## src/sv/scc_pkg.sv

```systemverilog
// Shared constants for the second-chance cache set: op codes, status codes,
// register index and the minimum capacity. No dependencies.
package scc_pkg;

	localparam logic [1:0] OP_GET = 2'd0;
	localparam logic [1:0] OP_PUT = 2'd1;
	localparam logic [1:0] OP_DEL = 2'd2;

	localparam logic ST_OK   = 1'b0;
	localparam logic ST_MISS = 1'b1;

	// register index (byte address / 4)
	localparam logic REG_WAYS = 1'b0;

	localparam logic [3:0] WAYS_RESET = 4'd8;
	localparam int         MIN_WAYS   = 2;

endpackage

```

## src/sv/second_chance_cache_set.sv

```systemverilog
// Second-chance replacement cache set, top level: sequencer, order list,
// key/value memories and APB register. Uses scc_pkg and scc_mover.
//
// Usage: pulse start with op/key/value_in while busy is low; the word is taken
// at that edge and busy rises. When the operation ends, done is high for one
// cycle with status and value_out; the receiver cannot stall this, and a new
// start may be issued in the same cycle that done is shown.
// Ops: get returns the value on a hit and sets the reference bit; put writes
// or inserts (evicting by second chance when the set is full); delete removes
// an entry and closes the gap.
// Lookup walks the live entries oldest first through one registered memory
// read port and one key comparator, one entry per cycle, and stops at the
// first hit or after the last live entry. A put that needs a new slot then
// goes through an append step and, when the set is full, first through an
// eviction step that rotates referenced entries to the tail until the oldest
// entry has a clear bit and is evicted.
// Capacity is the ways_in_use register at byte address 0 (APB, pready tied
// high), clamped to 2..WAYS; write it only while idle.
// Reset clears the entry count and reference bits, loads the order list with
// slot indices in order and sets ways_in_use to 8; no clearing pass is needed.
module second_chance_cache_set import scc_pkg::*; #(
	parameter int WAYS       = 8,
	parameter int KEY_BITS   = 64,
	parameter int VALUE_BITS = 64
) (
	input  logic                  clk,
	input  logic                  arst_n,
	input  logic                  start,
	output logic                  busy,
	input  logic [1:0]            op,
	input  logic [KEY_BITS-1:0]   key,
	input  logic [VALUE_BITS-1:0] value_in,
	output logic                  done,
	output logic                  status,
	output logic [VALUE_BITS-1:0] value_out,
	input  logic                  psel,
	input  logic                  penable,
	input  logic                  pwrite,
	input  logic [2:0]            paddr,
	input  logic [31:0]           pwdata,
	output logic [31:0]           prdata,
	output logic                  pready
);

	localparam int IW = $clog2(WAYS);
	localparam int CW = $clog2(WAYS + 1);

	localparam logic [2:0] S_IDLE   = 3'd0;
	localparam logic [2:0] S_LOOK   = 3'd1;
	localparam logic [2:0] S_ACT    = 3'd2;
	localparam logic [2:0] S_EVICT  = 3'd3;
	localparam logic [2:0] S_APPEND = 3'd4;

	logic [2:0]              state_q;
	logic [3:0]              ways_q;
	logic [1:0]              op_q;
	logic [KEY_BITS-1:0]     key_q;
	logic [VALUE_BITS-1:0]   val_q;
	logic [CW-1:0]           count_q;
	logic [CW-1:0]           rd_idx_q;
	logic [WAYS-1:0][IW-1:0] order_q;
	logic [WAYS-1:0]         ref_q;

	logic                    vld_s1;
	logic [IW-1:0]           pos_s1;
	logic [IW-1:0]           phys_s1;

	logic [KEY_BITS-1:0]     key_mem [WAYS];
	logic [VALUE_BITS-1:0]   val_mem [WAYS];
	logic [KEY_BITS-1:0]     key_rd_q;
	logic [VALUE_BITS-1:0]   val_rd_q;

	logic                    hit_q;
	logic [IW-1:0]           hit_pos_q;
	logic [IW-1:0]           hit_phys_q;
	logic [VALUE_BITS-1:0]   hit_val_q;

	logic                    done_q;
	logic                    status_q;
	logic [VALUE_BITS-1:0]   value_out_q;

	// ---- register port ----
	logic cfg_wr;
	assign cfg_wr = psel && penable && pwrite && pready;
	assign pready = 1'b1;
	assign prdata = (paddr[2] == REG_WAYS) ? {28'b0, ways_q} : 32'b0;

	always_ff @(posedge clk or negedge arst_n) begin
		if (!arst_n) begin
			ways_q <= WAYS_RESET;
		end else if (cfg_wr && paddr[2] == REG_WAYS) begin
			ways_q <= pwdata[3:0];
		end
	end

	// ---- capacity and control decode ----
	logic [7:0]    cfg8, lim8, cap8;
	logic          full;
	logic [IW-1:0] ord_addr;
	logic [IW-1:0] ord_rd;
	logic          issue;
	logic          match;
	logic          look_miss;
	logic [CW-1:0] cnt_m1;

	assign cfg8 = {4'b0, ways_q};
	assign lim8 = 8'(WAYS);
	assign cap8 = (cfg8 < 8'(MIN_WAYS)) ? 8'(MIN_WAYS) : ((cfg8 > lim8) ? lim8 : cfg8);
	assign full = 8'(count_q) >= cap8;

	assign ord_addr  = (state_q == S_APPEND) ? count_q[IW-1:0] : rd_idx_q[IW-1:0];
	assign ord_rd    = order_q[ord_addr];
	assign issue     = (state_q == S_LOOK) && (rd_idx_q < count_q);
	assign match     = vld_s1 && (key_rd_q == key_q);
	assign look_miss = (state_q == S_LOOK) && !vld_s1 && !issue;
	assign cnt_m1    = count_q - CW'(1);

	// ---- move unit: delete, rotate and evict all go through it ----
	logic [IW-1:0]           mv_head, mv_tail, mv_phys;
	logic [WAYS-1:0][IW-1:0] ord_nxt;
	logic [WAYS-1:0]         ref_nxt;
	logic                    rotate;
	logic                    mv_en;
	logic                    del_hit;

	assign del_hit = (state_q == S_ACT) && (op_q == OP_DEL) && hit_q;
	assign rotate  = (state_q == S_EVICT) && ref_q[0];
	assign mv_en   = del_hit || (state_q == S_EVICT);
	assign mv_head = (state_q == S_ACT) ? hit_pos_q : IW'(0);
	assign mv_tail = rotate ? cnt_m1[IW-1:0] : IW'(WAYS - 1);
	assign mv_phys = (state_q == S_ACT) ? hit_phys_q : order_q[0];

	scc_mover #(
		.WAYS(WAYS),
		.IW  (IW)
	) u_mover (
		.ord_cur(order_q),
		.ref_cur(ref_q),
		.head   (mv_head),
		.tail   (mv_tail),
		.mv_phys(mv_phys),
		.ord_nxt(ord_nxt),
		.ref_nxt(ref_nxt)
	);

	// ---- key/value memories, one write and one registered read port ----
	logic          mem_we;
	logic [IW-1:0] mem_waddr;

	assign mem_we    = ((state_q == S_ACT) && (op_q == OP_PUT) && hit_q) ||
	                   (state_q == S_APPEND);
	assign mem_waddr = (state_q == S_APPEND) ? ord_rd : hit_phys_q;

	always_ff @(posedge clk) begin
		if (mem_we) begin
			key_mem[mem_waddr] <= key_q;
			val_mem[mem_waddr] <= val_q;
		end
		key_rd_q <= key_mem[ord_rd];
		val_rd_q <= val_mem[ord_rd];
	end

	// ---- input word and lookup pipeline payload ----
	always_ff @(posedge clk) begin
		if (start && !busy) begin
			op_q  <= op;
			key_q <= key;
			val_q <= value_in;
		end
		pos_s1  <= rd_idx_q[IW-1:0];
		phys_s1 <= ord_rd;
		if (match) begin
			hit_pos_q  <= pos_s1;
			hit_phys_q <= phys_s1;
			hit_val_q  <= val_rd_q;
		end
	end

	// ---- sequencer ----
	logic finish;
	assign finish = ((state_q == S_ACT) && !((op_q == OP_PUT) && !hit_q)) ||
	                (state_q == S_APPEND);

	always_ff @(posedge clk or negedge arst_n) begin
		if (!arst_n) begin
			state_q  <= S_IDLE;
			count_q  <= '0;
			rd_idx_q <= '0;
			vld_s1   <= 1'b0;
			hit_q    <= 1'b0;
			ref_q    <= '0;
			for (int j = 0; j < WAYS; j++) begin
				order_q[j] <= IW'(j);
			end
		end else begin
			vld_s1 <= issue;
			case (state_q)
				S_IDLE: begin
					if (start) begin
						state_q  <= S_LOOK;
						rd_idx_q <= '0;
						hit_q    <= 1'b0;
					end
				end
				S_LOOK: begin
					if (issue) begin
						rd_idx_q <= rd_idx_q + CW'(1);
					end
					if (match) begin
						hit_q   <= 1'b1;
						state_q <= S_ACT;
					end else if (look_miss) begin
						state_q <= S_ACT;
					end
				end
				S_ACT: begin
					if (hit_q && (op_q == OP_GET || op_q == OP_PUT)) begin
						ref_q[hit_pos_q] <= 1'b1;
					end
					if (del_hit) begin
						order_q <= ord_nxt;
						ref_q   <= ref_nxt;
						count_q <= cnt_m1;
					end
					if (op_q == OP_PUT && !hit_q) begin
						state_q <= full ? S_EVICT : S_APPEND;
					end else begin
						state_q <= S_IDLE;
					end
				end
				S_EVICT: begin
					order_q <= ord_nxt;
					ref_q   <= ref_nxt;
					// oldest with a clear bit goes; otherwise it rotates to the tail
					if (!rotate) begin
						count_q <= cnt_m1;
						state_q <= S_APPEND;
					end
				end
				S_APPEND: begin
					ref_q[count_q[IW-1:0]] <= 1'b1;
					count_q                <= count_q + CW'(1);
					state_q                <= S_IDLE;
				end
				default: begin
					state_q <= S_IDLE;
				end
			endcase
		end
	end

	// ---- result word ----
	always_ff @(posedge clk or negedge arst_n) begin
		if (!arst_n) begin
			done_q <= 1'b0;
		end else begin
			done_q <= finish;
		end
	end

	always_ff @(posedge clk) begin
		if (finish) begin
			if (op_q == OP_PUT) begin
				status_q <= ST_OK;
			end else if (op_q == OP_GET || op_q == OP_DEL) begin
				status_q <= hit_q ? ST_OK : ST_MISS;
			end else begin
				status_q <= ST_MISS;
			end
			value_out_q <= (op_q == OP_GET && hit_q) ? hit_val_q : '0;
		end
	end

	assign busy      = (state_q != S_IDLE);
	assign done      = done_q;
	assign status    = status_q;
	assign value_out = value_out_q;

`ifndef SYNTH
	a_count_max: assert property (@(posedge clk) disable iff (!arst_n)
		count_q <= CW'(WAYS))
		else $error("entry count above WAYS");

	a_accept_busy: assert property (@(posedge clk) disable iff (!arst_n)
		(start && !busy) |=> busy)
		else $error("accepted word did not raise busy");

	a_done_after_busy: assert property (@(posedge clk) disable iff (!arst_n)
		done |-> $past(busy))
		else $error("done without an operation in flight");

	a_del_shrinks: assert property (@(posedge clk) disable iff (!arst_n)
		del_hit |=> (count_q == $past(cnt_m1)))
		else $error("delete hit did not shrink the set");

	a_evict_progress: assert property (@(posedge clk) disable iff (!arst_n)
		rotate |=> !ref_q[$past(cnt_m1[IW-1:0])])
		else $error("rotated entry kept its reference bit");
`endif

endmodule

```

## src/sv/scc_mover.sv

```systemverilog
// Order-list move unit: takes the entry at position head out, closes the gap
// and drops the given slot index at position tail (tail >= head). Uses scc_pkg.
module scc_mover import scc_pkg::*; #(
	parameter int WAYS = 8,
	parameter int IW   = 3
) (
	input  logic [WAYS-1:0][IW-1:0] ord_cur,
	input  logic [WAYS-1:0]         ref_cur,
	input  logic [IW-1:0]           head,
	input  logic [IW-1:0]           tail,
	input  logic [IW-1:0]           mv_phys,
	output logic [WAYS-1:0][IW-1:0] ord_nxt,
	output logic [WAYS-1:0]         ref_nxt
);

	logic [WAYS-1:0][IW-1:0] ord_sh;
	logic [WAYS-1:0]         ref_sh;

	assign ord_sh = {IW'(0), ord_cur[WAYS-1:1]};
	assign ref_sh = {1'b0, ref_cur[WAYS-1:1]};

	always_comb begin
		for (int j = 0; j < WAYS; j++) begin
			if (IW'(j) == tail) begin
				ord_nxt[j] = mv_phys;
				ref_nxt[j] = 1'b0;   // moved entry loses its second chance
			end else if (IW'(j) >= head && IW'(j) < tail) begin
				ord_nxt[j] = ord_sh[j];
				ref_nxt[j] = ref_sh[j];
			end else begin
				ord_nxt[j] = ord_cur[j];
				ref_nxt[j] = ref_cur[j];
			end
		end
	end

endmodule
```

## config.mk

```make
export PLATFORM = sky130hd
export DESIGN_NAME = second_chance_cache_set
export DESIGN_NICKNAME = d
export VERILOG_FILES = /design/src/sv/scc_pkg.sv /design/src/sv/second_chance_cache_set.sv /design/src/sv/scc_mover.sv
export SDC_FILE = /design/constraint.sdc
export NUM_CORES = 2
export LEC_CHECK = 0
export BUFFER_PORTS_ARGS = -buffer_cell sky130_fd_sc_hd__buf_4
export CAP_MARGIN = 20
export CELL_PAD_IN_SITES_DETAIL_PLACEMENT = 1
export CELL_PAD_IN_SITES_GLOBAL_PLACEMENT = 1
export CORE_MARGIN = 2
export CORE_UTILIZATION = 53
export DETAILED_ROUTE_END_ITERATION = 7
export PLACE_DENSITY_LB_ADDON = 0.15
export SLEW_MARGIN = 20
export SYNTH_ARGS = -nofsm -noshare
export SYNTH_HDL_FRONTEND = slang
export SYNTH_SLANG_ARGS = --single-unit
```

## constraint.sdc

```tcl
create_clock -name clk -period 9.9 [get_ports clk]
set_input_delay 0.495 -clock clk [delete_from_list [all_inputs] [get_ports clk]]
set_output_delay 0.495 -clock clk [all_outputs]
set_load 0.005 [all_outputs]
```

* Word level (Yosys, flattened, before mapping)
Memory sizes are Yosys's and may differ from the RTL's. A register that Yosys moved wholly into a read port is not among the register bits.
Cells that the tools add are included.
W data, S select, Z words.
** Word-level totals
- Memories kept :: 2
- Input port bits :: 171
- Word-level logic and storage cells :: 200
- Bits in writable memories :: 1024
- Register bits :: 321
- Output and inout bits :: 100
** Operators by class
- Reductions and logical operators :: 49
- $add $sub $neg :: 3
- Multiplexer cells :: 71
- Equality and inequality tests :: 21
- Bitwise operators :: 3
- $lt $le $gt $ge :: 25
** Memories
- key_mem :: words 8, bits a word 64, rd ports 1, clocked after Yosys merged registers in 1, wr ports 1, line second_chance_cache_set.sv:68 : logic [KEY_BITS-1:0] key_mem [WAYS];
- val_mem :: words 8, bits a word 64, rd ports 1, clocked after Yosys merged registers in 1, wr ports 1, line second_chance_cache_set.sv:69 : logic [VALUE_BITS-1:0] val_mem [WAYS];
** Operators by type and width (number)
- $mux W3 :: 28
- $eq A64 B64 Y1 :: 1
- $pmux W24 S2 :: 1
- $mux W4 :: 7
- $logic_and A1 B1 Y1 :: 27
- $mux W1 :: 24
- $mux W24 :: 1
- $pmux W8 S3 :: 1
- $mux W8 :: 2
- $or A8 B8 Y8 :: 2
- $eq A3 B3 Y1 const A :: 4
- $ge A3 B3 Y1 const A :: 4
- $lt A3 B3 Y1 const A :: 4
- $lt A3 B4 Y1 const B :: 3
- $pmux W3 S4 :: 1
- $pmux W4 S3 :: 1
- $reduce_and A3 Y1 :: 4
- $ne A2 B2 Y1 const B :: 5
- $bmux W3 S3 :: 1
- $add A4 B1 Y4 const B :: 2
- $pmux W4 S2 :: 1
- $demux W1 S3 :: 2
- $eq A2 B3 Y1 const A :: 2
- $eq A3 B2 Y1 const B :: 2
- other kinds (26) :: 42

* Depth between registers and ports, before layout
- Depth after elaboration :: 9
- Depth in mapped cells :: 13
- Gate-level depth less buffers :: 10

* By module
A second synthesis with hierarchy kept.
** Unflattened totals
- Cell total of the unflattened synthesis :: 2984
- Area total of the unflattened synthesis :: 55849.8 um2
** By module, submodules not included
- second_chance_cache_set :: cells an instance 2838, area each 54975.2 um2, instances 1
- scc_mover :: cells an instance 146, area each 874.6 um2, instances 1

* Worst setup path after synthesis
Ideal clock, no wire load.
- Kind :: flip-flop to flip-flop
- Start :: reg state_q[1]
- End :: mem key_mem[0][0], enable pin
- Setup time :: 617 ps
- Data arrival time :: 7911 ps
- Path slack :: 1372 ps
- Path buffers :: 5
- Cell stages (with the launch flop) :: 13
- Path through :: dfrtp_1 buf_6 or3b_1 buf_2 a21o_1 buf_6 a2111oi_1 nor4_4 buf_2 nor2_4 buf_4 o21ai_0 nor2_1
** Between the ends
- Word-level cells in the longest chain between the ends :: 6
- Elaborated cells between the ends (all ways) :: 11
- Those cells by class :: eq/ne: 2; mux: 6; reduce/logical: 3
** RTL lines
- from (decl) :: line second_chance_cache_set.sv:54 : logic [2:0] state_q;
- from (signal assigned) :: line second_chance_cache_set.sv:226 : state_q <= full ? S_EVICT : S_APPEND;
- parallel branches: the longest is 6 deep, another holds $eq A3 B3 Y1
- to (decl) :: line second_chance_cache_set.sv:68
Parallel ways; which one is timed is not known. The select of a mux whose other input is x is not followed.

* Worst setup path after layout
- Start :: reg state_q[0]
- End :: reg key_rd_q[50] (read register of key_mem)
** Between the ends
- Word-level cells in the longest chain between the ends :: 4
** RTL lines
- $eq A3 B3 Y1 :: line second_chance_cache_set.sv:111 : assign ord_addr = (state_q == S_APPEND) ? count_q[IW-1:0] : rd_idx_q[IW-1:0];
- $mux W3 :: line second_chance_cache_set.sv:111
- $bmux W3 S3 :: line second_chance_cache_set.sv:112 : assign ord_rd = order_q[ord_addr];
- $mux W3 (implied by the code) :: line second_chance_cache_set.sv:112
- to (decl) :: line second_chance_cache_set.sv:70 : logic [KEY_BITS-1:0] key_rd_q;
No other way between the ends. The select of a mux whose other input is x is not followed.
A chain may end at the register's enable or synchronous reset.

==> flow_summary.yaml <==
run_status:
  outcome: "finished clean"
floorplanning:
  rows: 119
  die_area_um2: 108500
  die_y_um: 329.3
  die_x_um: 329.3
  coreArea_um2: 105100
  ios: 271
  start_util_pct: 53.36
clocking:
  cts.sinks: 1473
  numCtsBuffers: 149
  cts_tree: "yes"
  cts_max_path_buffers: 3
  ctsHtreeMaxLevel: 4
  cts_resized: 0
  clock_latency_ns: 0.76
  cts.clk_slew.worst_paths_ns: 0.06
  root_buffer: "clkbuf_16"
  post_cts_buffers: 0
place:
  place_congestion: 0.8287
  dp_hpwl_um: 67180
  io_buffers: 211
sta:
  relSlewSlack_pct: 29.57
  fin_worst_skew_ns: 0.03086
  grt_setup_unrepaired: "false"
  finalHoldViolCount: 0
  finalSetupViolations: 0
  period_share_pct: 64.39
  fmax_ghz: 0.1569
  worst_slew_pin_slew_ns: 1.056
  drv_slew: 0
  min_period_ns: 6.375
  setup_tns_ns: 0
job:
  cap_violations: 0
yosys:
  ys_seq_elements: 1473
  netlist_area_um2: 56090
  yosysSeqAreaShare_pct: 76.05
  ys_types: 73
  synth_edf_count: 1289
  syn_avg_cell_area_um2: 19.09
  async_flop_share_pct: 3.394
  synth_cells: 2939
  synth-main-ff-cell: "edfxtp_1"
  ys.warnings.count: 0
worst_setup_path:
  critPathArrivalTime_ns: 6.96
  required_ns: 10.49
  path_max_fanout: 61
  end_kind: "flip-flop"
  startpoint_type: "flip-flop"
  startpoint: "state_q[0]"
  critical_path_class: "flip-flop to flip-flop"
  r2r_start: "state_q[0]"
layout:
  nFillCells: 9028
  seq_area_um2: 42660
  syn_to_final_growth_pct: 15.94
  post_route_cells_drive_above_1_share_pct: 26.75
  final_nets: 3520
  multi_input_area_um2: 12370
global_routing:
  grt_pass1_wl_um: 194000
  overflow: 0
  grt_max_degree: 126
  grt.total_usage_pct: 24.11
  grt_pass1_vias: 30650
  antenna_found_initial: 2
hold_path:
  min_from: "start"
  hp-class: "input port to flip-flop"
detailed_routing:
  wl_per_cell_um: 26.63
  drtPass1Iterations: 7
  drt-initial-drc-count: 2003
  via_per_inst: 5.781
  vias: 28080
  routed_wl_um: 129400
  ant_nets: 0
  drc: 0
power_and_ir_drop:
  power-per-cell-area_nw_per_um2: 326.7
  total_power_mw: 21.25
  p_leak_nw: 22.23
  ir_drop_uv: 762.3
-- Yosys cell counts, drive strengths merged, types with 3 or more instances --
master / n / area, um2
edfxtp: 1289 / 38710
mux2: 265 / 3344
mux2i: 261 / 2613
buf: 144 / 1032
o22ai: 143 / 1433
dfxtp: 134 / 2683
a221oi: 128 / 1872
and2: 65 / 406.6
o21ai: 54 / 270.3
nand2: 52 / 195.2
nor2: 49 / 191.4
dfrtp: 37 / 925.9
inv: 33 / 123.9
xnor2: 33 / 289.0
clkbuf: 30 / 112.6
a21oi: 27 / 135.1
xor2: 23 / 201.4
nand4: 14 / 87.58
dfstp: 13 / 341.6
nor4: 12 / 90.09
nor3: 11 / 55.05
ha: 10 / 125.1
a31oi: 9 / 56.30
nor2b: 9 / 58.81
a2111oi: 8 / 75.07
a211oi: 8 / 60.06
a21o: 8 / 60.06
nand2b: 8 / 50.05
nand3: 8 / 40.04
nor3b: 6 / 50.05
and3: 5 / 31.28
a22oi: 4 / 30.03
o211ai: 4 / 30.03
a22o: 3 / 26.28
-- flip-flops by register name, indices dropped and copies added (netlist names), 8 cells and up --
signal     cells
val_q         64
order_q       24
val_rd_q      64
hit_val_q     64
key_mem      512
key_rd_q      64
ref_q          8
val_mem      512
key_q         64
value_out     64
-- per-stage QoR --
step | util [%] | instance area (um2) | setup WS, ns | instances | hold slack (ns)
after floorplan | - | 56190 | 1.372 | 2966 | 0.1994
after global placement | 56.08 | 58950 | 3.769 | 4444 | 0.3858
after detailed placement | 56.08 | 58950 | 3.596 | 4444 | 0.3902
after CTS | 61.86 | 65030 | 3.553 | 4856 | 0.02102
after global routing | 61.86 | 65030 | 3.232 | 4856 | 0.1038
final | 61.87 | 65030 | 3.525 | 4858 | 0.07026
-- repair_timing --
item | 4_1_cts | 5_1_grt
hold buffers | 135 | 0
endpoints found under the hold margin | 171 | 0
endpoints found under the setup margin | 0 | 0
-- cell type report --
type | instances | area share (%)
Inverter | 34 | 0.2039
Multi-Input combinational cell | 1285 | 19.03
Clock buffer | 213 | 6.413
Sequential cell | 1473 | 65.59
Antenna cell | 2 | 0.007696
Timing Repair Buffer | 396 | 5.225
Tap cell | 1391 | 2.676
Clock inverter | 64 | 0.8523
-- power breakdown --
group	switching, mW	leakage, nW	internal (mW)
sequential	0.533	13.4	7.89
clock	2.33	2.32	3.06
combinational	4.28	6.49	3.17
total	7.13	22.2	14.1
-- path summary, 6_finish.rpt --
path                                endpoint  slack (ns)  depth (start not counted)
max in group asynchronous           ref_q[2]        9.08                          2
worst min-delay path              state_q[0]        0.07                          3
worst min register to register  hit_val_q[8]        0.40                          0
worst max register to register  key_rd_q[50]        3.53                         12
min in group asynchronous           ref_q[7]        0.34                          2
worst max-delay path            key_rd_q[50]        3.53                         12
-- cells by family after synthesis --
family | Yosys count | synth area share, %
XOR/XNOR | 56 | 0.8744
AND/OR/NAND/NOR | 249 | 2.389
buffers and inverters | 208 | 2.269
adder cells (fa/ha/maj) | 10 | 0.2231
multiplexers | 528 | 10.70
other | 2 | 0.01339
flip-flops | 1473 | 76.05
AO/OA/AOI/OAI | 413 | 7.484
-- layer usage --
| metal | up-vias | GRT usage, % | part of all wire (%) |
|---|---|---|---|
| met5 | - | 0 | 0 |
| met4 | 0 | 6.532 | 2.0 |
| met3 | 178 | 3.210 | 3.9 |
| met2 | 683 | 41.64 | 51 |
| met1 | 14810 | 32.31 | 43 |
| li1 | 12410 | - | - |
-- placed cells by master (no fill, tap or decap), types with 9 or more instances in the layout --
cell and instances:
clkinv_2 25, edfxtp_1 1289, a31oi_1 9, a221oi_2 120, a21oi_1 27, nor2_4 9, mux2i_1 261, and2_1 65
dfrtp_1 37, clkbuf_1 45, xor2_1 23, nand2_1 51, mux2_2 116, clkinv_1 20, nor3_1 10, o22ai_2 86
mux2_1 53, buf_4 254, o21ai_0 53, o22ai_1 57, dfstp_2 13, clkbuf_16 150, clkbuf_8 18, xnor2_1 33
ha_1 10, dlygate4sd3_1 135, conb_1 29, nand4_1 14, nor4_1 11, mux2_4 96, nor2_1 40, dfxtp_1 134
inv_1 32
-- worst max-delay path, stage by stage, from the launching register on --
cell and delay (ns):
dfrtp_1 0.55, nor4bb_1 0.55, buf_4 0.26, a21o_1 0.32
a2111oi_1 0.19, nor4_4 0.30, buf_4 0.84, buf_4 0.86
buf_4 0.67, buf_4 0.88, mux2_2 0.43, o22ai_2 0.19
a221oi_2 0.06
Note: power is estimated with default switching activity, not from simulation.
